## config.mk

```make
export PLATFORM = sky130hd
export DESIGN_NAME = segment_lcd_buffer_and_serial_writer_flat
export DESIGN_NICKNAME = d
export VERILOG_FILES = /design/src/rtl/slcd_pkg.sv /design/src/rtl/slcd_req_if.sv /design/src/rtl/slcd_rsp_if.sv /design/src/rtl/slcd_letter_scan.sv /design/src/rtl/segment_lcd_buffer_and_serial_writer.sv /design/src/flat_wrapper.sv
export SDC_FILE = /design/constraint.sdc
export NUM_CORES = 1
export LEC_CHECK = 0
export BUFFER_PORTS_ARGS = -buffer_cell sky130_fd_sc_hd__buf_4
export CAP_MARGIN = 10
export CELL_PAD_IN_SITES_DETAIL_PLACEMENT = 0
export CELL_PAD_IN_SITES_GLOBAL_PLACEMENT = 2
export CORE_ASPECT_RATIO = 1.1
export CORE_MARGIN = 10
export CORE_UTILIZATION = 25
export CTS_CLUSTER_DIAMETER = 40
export DETAILED_ROUTE_END_ITERATION = 8
export GPL_TIMING_DRIVEN = 0
export PLACE_DENSITY = 0.54
export SYNTH_ARGS = -nofsm -noshare
export SYNTH_HDL_FRONTEND = slang
export SYNTH_HIERARCHICAL = 1
export SYNTH_SLANG_ARGS = --single-unit
```

## constraint.sdc

```tcl
create_clock -name clk_i -period 3.1 [get_ports clk_i]
set_input_delay 0.465 -clock clk_i [delete_from_list [all_inputs] [get_ports clk_i]]
set_output_delay 0.465 -clock clk_i [all_outputs]
set_load 0.02 [all_outputs]
```

## src/rtl/slcd_pkg.sv

```systemverilog
package slcd_pkg;

  typedef enum logic [2:0] {
    ACT_DIGIT   = 3'd0,
    ACT_LETTER  = 3'd1,
    ACT_SYMBOL  = 3'd2,
    ACT_REDRAW  = 3'd3,
    ACT_COMMAND = 3'd4,
    ACT_CLEAR   = 3'd5
  } action_e;

  typedef struct packed {
    logic [2:0] action;
    logic [2:0] position;
    logic [7:0] value;
  } req_t;

  typedef struct packed {
    logic [7:0] shift_bits;
    logic [3:0] shift_count;
    logic       lsb_first;
    logic       frame_end;
  } rsp_t;

  localparam int unsigned TABLE_LETTERS = 20;
  localparam int unsigned LETTER_IDX_W  = $clog2(TABLE_LETTERS);
  localparam int unsigned DIGITS        = 10;

  typedef struct packed {
    logic                    done;
    logic                    hit;
    logic [LETTER_IDX_W-1:0] index;
  } scan_t;

  localparam logic [7:0] BLANK_CODE  = 8'hFF;
  localparam logic [7:0] SYM_LOW     = 8'h08;
  localparam logic [7:0] SYM_HIGH    = 8'h80;

  localparam logic [7:0] HEAD_CODE   = 8'h05;
  localparam logic [3:0] HEAD_LEN    = 4'd3;
  localparam logic [7:0] ADDR_CODE   = 8'h00;
  localparam logic [3:0] ADDR_LEN    = 4'd6;
  localparam logic [7:0] CMD_CODE    = 8'h08;
  localparam logic [3:0] CMD_CODE_LEN = 4'd4;
  localparam logic [3:0] CMD_LEN     = 4'd8;

  localparam logic [7:0] DIGIT_LOW [DIGITS] = '{
    8'hF5, 8'h60, 8'hD3, 8'hF2, 8'h66, 8'hB6, 8'hB7, 8'hE0, 8'hF7, 8'hF6};
  localparam logic [7:0] DIGIT_HIGH [DIGITS] = '{
    8'h5F, 8'h06, 8'h6B, 8'h2F, 8'h36, 8'h3D, 8'h7D, 8'h07, 8'h7F, 8'h3F};

  localparam logic [7:0] LETTER_CODE [TABLE_LETTERS] = '{
    8'h41, 8'h43, 8'h45, 8'h46, 8'h48, 8'h4A, 8'h4C, 8'h4F, 8'h50, 8'h53,
    8'h55, 8'h62, 8'h63, 8'h64, 8'h68, 8'h69, 8'h6E, 8'h6F, 8'h72, 8'h75};
  localparam logic [7:0] LETTER_LOW [TABLE_LETTERS] = '{
    8'hE7, 8'h95, 8'h97, 8'h87, 8'h67, 8'h70, 8'h15, 8'hF5, 8'hC7, 8'hB6,
    8'h75, 8'h37, 8'h13, 8'h73, 8'h27, 8'h01, 8'h23, 8'h33, 8'h03, 8'h31};
  localparam logic [7:0] LETTER_HIGH [TABLE_LETTERS] = '{
    8'h77, 8'h59, 8'h79, 8'h71, 8'h76, 8'h0E, 8'h58, 8'h5F, 8'h73, 8'h3D,
    8'h5E, 8'h7C, 8'h68, 8'h6E, 8'h74, 8'h40, 8'h64, 8'h6C, 8'h60, 8'h4C};

endpackage

```

## src/rtl/slcd_req_if.sv

```systemverilog
interface slcd_req_if;
  logic             valid;
  logic             ready;
  slcd_pkg::req_t   payload;

  modport source (output valid, output payload, input ready);
  modport sink   (input valid, input payload, output ready);
endinterface

```

## src/rtl/slcd_rsp_if.sv

```systemverilog
interface slcd_rsp_if;
  logic             valid;
  logic             ready;
  slcd_pkg::rsp_t   payload;

  modport source (output valid, output payload, input ready);
  modport sink   (input valid, input payload, output ready);
endinterface

```

## src/rtl/slcd_letter_scan.sv

```systemverilog
module slcd_letter_scan #(
  parameter int unsigned LETTER_COUNT = 20
) (
  input  logic                clk_i,
  input  logic                rst_ni,
  input  logic                start_i,
  input  logic [7:0]          code_i,
  output slcd_pkg::scan_t     res_o
);
  import slcd_pkg::*;

  localparam int unsigned LIMIT =
    (LETTER_COUNT < TABLE_LETTERS) ? LETTER_COUNT : TABLE_LETTERS;
  localparam logic [LETTER_IDX_W-1:0] LAST_IDX = LETTER_IDX_W'(LIMIT - 1);

  logic                    busy_q;
  logic                    done_q;
  logic                    hit_q;
  logic [LETTER_IDX_W-1:0] idx_q;
  logic [7:0]              code_q;
  logic                    match;

  assign match = (LETTER_CODE[idx_q] == code_q);
  assign res_o = '{done: done_q, hit: hit_q, index: idx_q};

  always_ff @(posedge clk_i or negedge rst_ni) begin
    if (!rst_ni) begin
      busy_q <= 1'b0;
      done_q <= 1'b0;
      hit_q  <= 1'b0;
      idx_q  <= '0;
      code_q <= '0;
    end else if (start_i) begin
      busy_q <= 1'b1;
      done_q <= 1'b0;
      hit_q  <= 1'b0;
      idx_q  <= '0;
      code_q <= code_i;
    end else if (busy_q) begin
      priority if (match) begin
        busy_q <= 1'b0;
        done_q <= 1'b1;
        hit_q  <= 1'b1;
      end else if (idx_q == LAST_IDX) begin
        busy_q <= 1'b0;
        done_q <= 1'b1;
      end else begin
        idx_q <= idx_q + LETTER_IDX_W'(1);
      end
    end else begin
      done_q <= 1'b0;
    end
  end

endmodule

```

## src/rtl/segment_lcd_buffer_and_serial_writer.sv

```systemverilog
// Channel  Dir  Payload                                         Handshake
// req_i    in   action, position, value                         valid/ready
// rsp_o    out  shift_bits, shift_count, lsb_first, frame_end   valid/ready
//
// One request at a time. Digit and symbol writes go through the update state; a
// non-blank letter write first runs the single-comparator table scan before it.
// Redraw and clear give POSITIONS+2 segments, command gives 2, one per cycle
// while the sink takes them; a full output register stalls the emitter.
// Reset clears the segment RAM and all control state at once.
module segment_lcd_buffer_and_serial_writer #(
  parameter int unsigned POSITIONS    = 8,
  parameter int unsigned ENTRY_BITS   = 8,
  parameter int unsigned LETTER_COUNT = 20
) (
  input  logic        clk_i,
  input  logic        rst_ni,
  slcd_req_if.sink    req_i,
  slcd_rsp_if.source  rsp_o
);
  import slcd_pkg::*;

  localparam int unsigned AW    = $clog2(POSITIONS);
  localparam int unsigned SEG_W = $clog2(POSITIONS + 2);
  localparam logic [SEG_W-1:0] LAST_SEG   = SEG_W'(POSITIONS + 1);
  localparam logic [SEG_W-1:0] FIRST_ENT  = SEG_W'(2);
  localparam logic [7:0]       ENTRY_MASK = 8'((16'd1 << ENTRY_BITS) - 16'd1);
  localparam logic [3:0]       ENTRY_LEN  = 4'(ENTRY_BITS);

  typedef enum logic [1:0] {
    ST_IDLE,
    ST_SCAN,
    ST_UPDATE,
    ST_EMIT
  } state_e;

  state_e           state_q;
  logic [2:0]       act_q;
  logic [2:0]       pos_q;
  logic [7:0]       val_q;
  logic [SEG_W-1:0] seg_q;
  logic [7:0]       ram_q [POSITIONS];
  logic             out_valid_q;
  rsp_t             out_q;

  logic             accept;
  logic             pos_ok;
  logic             scan_start;
  scan_t            scan;
  logic [AW-1:0]    pos_idx;
  logic [AW-1:0]    ent_idx;
  logic [AW-1:0]    rd_addr;
  logic [7:0]       rd_data;
  logic [7:0]       sym;
  logic [7:0]       keep;
  logic [7:0]       new_entry;
  logic             can_load;
  logic             load;
  logic             last_seg;
  rsp_t             seg_out;

  assign req_i.ready   = (state_q == ST_IDLE);
  assign accept        = req_i.valid && req_i.ready;
  assign pos_ok        = int'(req_i.payload.position) < POSITIONS;
  assign scan_start    = accept && pos_ok && (req_i.payload.action == ACT_LETTER)
                         && (req_i.payload.value != BLANK_CODE);

  assign rsp_o.valid   = out_valid_q;
  assign rsp_o.payload = out_q;
  assign can_load      = !out_valid_q || rsp_o.ready;
  assign load          = (state_q == ST_EMIT) && can_load;

  assign pos_idx = AW'(pos_q);
  assign ent_idx = AW'(seg_q - FIRST_ENT);
  assign rd_addr = (state_q == ST_EMIT) ? ent_idx : pos_idx;
  assign rd_data = ram_q[rd_addr];

  slcd_letter_scan #(
    .LETTER_COUNT (LETTER_COUNT)
  ) u_scan (
    .clk_i   (clk_i),
    .rst_ni  (rst_ni),
    .start_i (scan_start),
    .code_i  (req_i.payload.value),
    .res_o   (scan)
  );

  always_comb begin
    sym       = pos_q[2] ? SYM_HIGH : SYM_LOW;
    keep      = rd_data & sym;
    new_entry = rd_data;
    unique case (act_q)
      ACT_DIGIT: begin
        if (val_q < 8'(DIGITS)) begin
          new_entry = (pos_q[2] ? DIGIT_HIGH[val_q[3:0]] : DIGIT_LOW[val_q[3:0]]) | keep;
        end else begin
          new_entry = keep;
        end
      end
      ACT_LETTER: begin
        priority if (val_q == BLANK_CODE) begin
          new_entry = keep;
        end else if (scan.hit) begin
          new_entry = (pos_q[2] ? LETTER_HIGH[scan.index] : LETTER_LOW[scan.index]) | keep;
        end else begin
          new_entry = rd_data;
        end
      end
      ACT_SYMBOL: begin
        new_entry = (val_q != 8'd0) ? (rd_data | sym) : (rd_data & ~sym);
      end
      default: new_entry = rd_data;
    endcase
  end

  always_comb begin
    if (act_q == ACT_COMMAND) begin
      last_seg = (seg_q == SEG_W'(1));
      if (seg_q == '0) begin
        seg_out = '{shift_bits: CMD_CODE, shift_count: CMD_CODE_LEN,
                    lsb_first: 1'b0, frame_end: 1'b0};
      end else begin
        seg_out = '{shift_bits: val_q, shift_count: CMD_LEN,
                    lsb_first: 1'b0, frame_end: 1'b1};
      end
    end else begin
      last_seg = (seg_q == LAST_SEG);
      priority if (seg_q == '0) begin
        seg_out = '{shift_bits: HEAD_CODE, shift_count: HEAD_LEN,
                    lsb_first: 1'b0, frame_end: 1'b0};
      end else if (seg_q == SEG_W'(1)) begin
        seg_out = '{shift_bits: ADDR_CODE, shift_count: ADDR_LEN,
                    lsb_first: 1'b0, frame_end: 1'b0};
      end else begin
        seg_out = '{shift_bits: rd_data & ENTRY_MASK, shift_count: ENTRY_LEN,
                    lsb_first: 1'b1, frame_end: last_seg};
      end
    end
  end

  always_ff @(posedge clk_i or negedge rst_ni) begin
    if (!rst_ni) begin
      state_q     <= ST_IDLE;
      act_q       <= '0;
      pos_q       <= '0;
      val_q       <= '0;
      seg_q       <= '0;
      out_valid_q <= 1'b0;
      out_q       <= '0;
      for (int i = 0; i < POSITIONS; i++) begin
        ram_q[i] <= '0;
      end
    end else begin
      if (load) begin
        out_valid_q <= 1'b1;
      end else if (rsp_o.ready) begin
        out_valid_q <= 1'b0;
      end
      unique case (state_q)
        ST_IDLE: begin
          if (accept) begin
            act_q <= req_i.payload.action;
            pos_q <= req_i.payload.position;
            val_q <= req_i.payload.value;
            seg_q <= '0;
            unique case (req_i.payload.action)
              ACT_DIGIT, ACT_SYMBOL: begin
                if (pos_ok) state_q <= ST_UPDATE;
              end
              ACT_LETTER: begin
                if (pos_ok) begin
                  state_q <= scan_start ? ST_SCAN : ST_UPDATE;
                end
              end
              ACT_REDRAW, ACT_COMMAND: state_q <= ST_EMIT;
              ACT_CLEAR: begin
                for (int i = 0; i < POSITIONS; i++) begin
                  ram_q[i] <= '0;
                end
                state_q <= ST_EMIT;
              end
              default: state_q <= ST_IDLE;
            endcase
          end
        end
        ST_SCAN: begin
          if (scan.done) state_q <= ST_UPDATE;
        end
        ST_UPDATE: begin
          ram_q[pos_idx] <= new_entry;
          state_q        <= ST_IDLE;
        end
        ST_EMIT: begin
          if (can_load) begin
            out_q <= seg_out;
            if (last_seg) begin
              state_q <= ST_IDLE;
            end else begin
              seg_q <= seg_q + SEG_W'(1);
            end
          end
        end
        default: state_q <= ST_IDLE;
      endcase
    end
  end

endmodule
```

## src/flat_wrapper.sv

```systemverilog
// flat-port wrapper written by rule: the top's interface ports become plain ports
module segment_lcd_buffer_and_serial_writer_flat import slcd_pkg::*;
#(
  parameter int unsigned POSITIONS    = 8,
  parameter int unsigned ENTRY_BITS   = 8,
  parameter int unsigned LETTER_COUNT = 20
)
  (clk_i, rst_ni, req_i_valid, req_i_payload, req_i_ready, rsp_o_valid, rsp_o_payload, rsp_o_ready);
  slcd_req_if req_i_i ();
  slcd_rsp_if rsp_o_i ();
  input  logic clk_i;
  input  logic rst_ni;
  input wire logic [$bits(req_i_i.valid)-1:0] req_i_valid;
  input wire logic [$bits(req_i_i.payload)-1:0] req_i_payload;
  output wire logic [$bits(req_i_i.ready)-1:0] req_i_ready;
  output wire logic [$bits(rsp_o_i.valid)-1:0] rsp_o_valid;
  output wire logic [$bits(rsp_o_i.payload)-1:0] rsp_o_payload;
  input wire logic [$bits(rsp_o_i.ready)-1:0] rsp_o_ready;
  assign req_i_i.valid = req_i_valid;
  assign req_i_i.payload = req_i_payload;
  assign req_i_ready = req_i_i.ready;
  assign rsp_o_valid = rsp_o_i.valid;
  assign rsp_o_payload = rsp_o_i.payload;
  assign rsp_o_i.ready = rsp_o_ready;
  segment_lcd_buffer_and_serial_writer #(.POSITIONS(POSITIONS), .ENTRY_BITS(ENTRY_BITS), .LETTER_COUNT(LETTER_COUNT)) u_core (.clk_i(clk_i), .rst_ni(rst_ni), .req_i(req_i_i), .rsp_o(rsp_o_i));
endmodule
```

==> run_results.csv <==
group,metric,value,unit
routing,drtIter0Drc,349,
grt,grt.overflow.total,0,
floorplanning,die_x,177,um
logic_synthesis,synth-edff-count,0,
timing,skew,0.0171,ns
logic_synthesis,synth_top_area_share,42.5,%
timing,period_share,99.0,%
place,numPortBuffers,33,
clock_network,cts_root_buf,"clkbuf_16",
min_path,min_from,"req_i_payload[9]",
logic_synthesis,ys_seq_elements,115,
timing,rsz0062_at_grt,"yes",
logic_synthesis,syn_avg_cell_area,9.29,um^2
setup_path,slowest_stage,"nor2_1",
routing,dr_total_vias,5871,
floorplanning,rows,63,
floorplanning,core_area,26800,um^2
logic_synthesis,ys_async_sr_fraction,100,%
logic_synthesis,yosys-top-cells-area,"dfrtp_1 (43%), nand3_1 (5.8%), o21ai_1 (4.3%), ha_1 (4.1%), nand2_1 (3.7%)",
cells_and_area,drive_above_1_share,17.5,%
cells_and_area,area_delta_synth_final,21.5,%
pwr,total_power,10.1,mW
grt,grt_usage,14.5,%
timing,setup_violations,0,
setup_path,worstPathArrival,3.35,ns
pwr,switching_share,45.7,%
timing,fmax,326,MHz
grt,grt_pass1_vias,6177,
routing,dr.pass1.iters,5,
clock_network,cts.sinks,115,
floorplanning,die_h,193,um
pwr,powerDensity,1230,nW/um^2
timing,tightest_slew,1.24,ns
place,gp_congestion,0.821,
cells_and_area,nets,823,
logic_synthesis,seq_area_frac_synth,42.5,%
logic_synthesis,synth_flop_cell,"dfrtp_1",
logic_synthesis,synth_most_common_cell,"dfrtp_1",
setup_path,critical_path.cell_chain,"and3_1, clkbuf_1, or2_1, buf_2, nor2_1, a22oi_1, a22oi_1, o32a_1, o21ai_1",
logic_synthesis,yosysWarnings,6,
min_path,hp-class,"in -> reg",
setup_path,crit_type,"reg -> reg",
clock_network,worstSkewPairLatency,0.43,ns
setup_path,path_max_fanout,10,
routing,drt-total-wl,24100,um
pwr,switching_power,4.62,mW
setup_path,rrSetupSlack,0.03,ns
pwr,combPwrFrac,51.0,%
cells_and_area,final_cell_area,8220,um^2
timing,hold_viol_final,0,
pwr,seqPwrFrac,26.6,%
grt,grt_max_degree,79,
logic_synthesis,synthesis.nets,768,
min_path,hold_path_depth,2,
run_status,status,"complete, no violations",
routing,via_per_inst,5.09,
place,placed_cell_area,7490,um^2
clock_network,htreeDepth,4,
grt,antenna_found_initial,0,
clock_network,clockBufferDepth,2,
routing,antenna_left,0,
setup_path,cpMostUsedCell,"a22oi_1",
routing,post_drt_wl_per_cell,20.9,um
routing,drc,0,
setup_path,slowest_delay,0.45,ns
clock_network,cts_tree,"done",
setup_path,startpoint_type,"flip-flop",
floorplanning,die_area,34000,um^2
logic_synthesis,synth_area_leader_cell,"dfrtp_1",
timing,slew_violations,0,
setup_path,worstSetupEndpointType,"flip-flop",
min_path,min_to,"u_core/pos_idx[1]",
setup_path,r2r_end,"u_core/ram_q[24]",
cells_and_area,diodes,0,
place,dp_hpwl,17900,um
logic_synthesis,synthTopCellsByCount,"dfrtp_1 (115), nand3_1 (78), nand2_1 (67)",
logic_synthesis,synthCells,728,
pwr,power.leakage,3.45,nW
setup_path,rr_startpoint,"u_core/state_q[0]",
timing,min_period,3.07,ns
logic_synthesis,synth.distinct_cells,79,
setup_path,required,3.39,ns
pwr,vdd_drop_max,356,uV
job,max_cap_viol_count,0,
logic_synthesis,synth_area,6770,um^2
floorplanning,ios,34,
timing,relSlewSlack,17.4,%
pwr,p_int,5.49,mW
clock_network,path_clk_slew,0.07,ns
pwr,p_clk_share,22.3,%
clock_network,numCtsBuffers,17,
setup_path,r2r_cells,9,
floorplanning,initial_core_util,25.2,%
grt,grt_pass1_wl,37700,um
stage by stage:
| step | TNS (ns) | hold WS (ns) | std cells | worst slack [ns] | utilization (%) |
|---|---|---|---|---|---|
| floorplan | 0 | 0.169 | 728 | 0.615 | - |
| global placement | -4.36 | 0.472 | 1118 | -0.237 | 27.8 |
| detailed placement | -4.89 | 0.405 | 1119 | -0.244 | 28.0 |
| CTS | 0 | 0.253 | 1152 | 0.00220 | 30.5 |
| global route | -1.34 | 0.264 | 1153 | -0.0946 | 30.7 |
| finish | 0 | 0.268 | 1153 | 0.0321 | 30.7 |
cell type report:
class / count / area, um^2
Fill cell: 2888 / 18600
Multi-Input combinational cell: 541 / 3600
Sequential cell: 115 / 2880
Tap cell: 357 / 447
Clock buffer: 19 / 443
Timing Repair Buffer: 36 / 309
Buffer: 49 / 236
Clock inverter: 13 / 219
Inverter: 23 / 86.3
per-layer routing:
layer  global-route usage [%]  share of wire [%]  wire length (um)
met5                        0                  0                 0
met4                     4.24                1.6               384
met1                     18.7                 47             11200
met2                     24.3                 49             11700
met3                     2.52                3.0               717
cells by family (layout without fill, tap and decap cells):
group	count (synthesis)	count (layout)	share of synthesized area, %
simple gates	265	265	19.6
fa+ha+maj	22	22	4.07
mux	43	43	7.79
buf+inv	72	140	4.72
xor+xnor	12	12	1.55
flops	115	115	42.5
compound gates	199	199	19.7
layout by cell type (no fill, tap or decap), drive strengths merged, types with 3 or more instances in the layout:
master,instances
and3,4
buf,51
o221ai,10
nand2,68
xnor2,5
a21oi,24
a2111oi,8
mux4,4
a22oi,6
inv,29
dfrtp,115
mux2,21
clkbuf,52
nand4,12
or2,3
o31ai,4
a31oi,7
a311oi,3
nor3b,11
mux2i,18
xor2,7
ha,22
o211ai,5
a32o,4
nor2,45
a221o,3
bufinv,5
nor2b,8
a211oi,10
a21o,5
o21ai,91
nand2b,11
nor3,10
a31o,3
nand3,78
worst max path at each step:
stage                                start                      to  slack, ns
finish                   u_core/state_q[0]        u_core/ram_q[24]       0.03
global placement         u_core/state_q[0]  u_core/u_scan/idx_q[3]      -0.24
CTS                      u_core/state_q[0]        u_core/ram_q[46]      0.002
floorplan           u_core/u_scan/idx_q[0]        u_core/ram_q[13]       0.61
detailed placement       u_core/state_q[0]  u_core/u_scan/idx_q[3]      -0.24
global route             u_core/state_q[0]        u_core/ram_q[24]      -0.09
critical path, delay by kind of cell, from the launching register on:
kind / cells / cell delay, ns
AOI/OAI and AO/OA: 4 / 1.11
and+or+nand+nor: 3 / 0.96
DFF: 1 / 0.43
buffers and inverters: 2 / 0.41
timing repair:
action	CTS	global route
hold endpoints to repair	37	0
pin swaps	1	2
hold buffers	1	0
buffers inserted	0	1
gates resized for setup	5	9
endpoints found under the setup margin	40	60
flip-flops by register name (all words and copies together), names as in the netlist:
register,flops
u_core/u_scan/code_q,8
u_core/u_scan/idx_q,5
u_core/act_q,3
u_core/val_q,8
u_core/state_q,2
u_core/seg_q,4
u_core/rsp_o.payload,14
u_core/u_scan/hit_q,1
u_core/ram_q,64
u_core/rsp_o.valid,1
u_core/u_scan/done_q,1
u_core/pos_idx,3
u_core/u_scan/busy_q,1
power by group through the flow:
stage / registers, mW / clock network, mW / logic (mW)
2_1_floorplan: 2.60 / 0 / 3.39
3_3_place_gp: 2.69 / 0 / 4.97
3_5_place_dp: 2.71 / 0 / 5.01
4_1_cts: 2.69 / 2.30 / 5.09
5_1_grt: 2.78 / 2.37 / 5.66
6_report: 2.69 / 2.26 / 5.16
(Power assumes the default switching activity.)
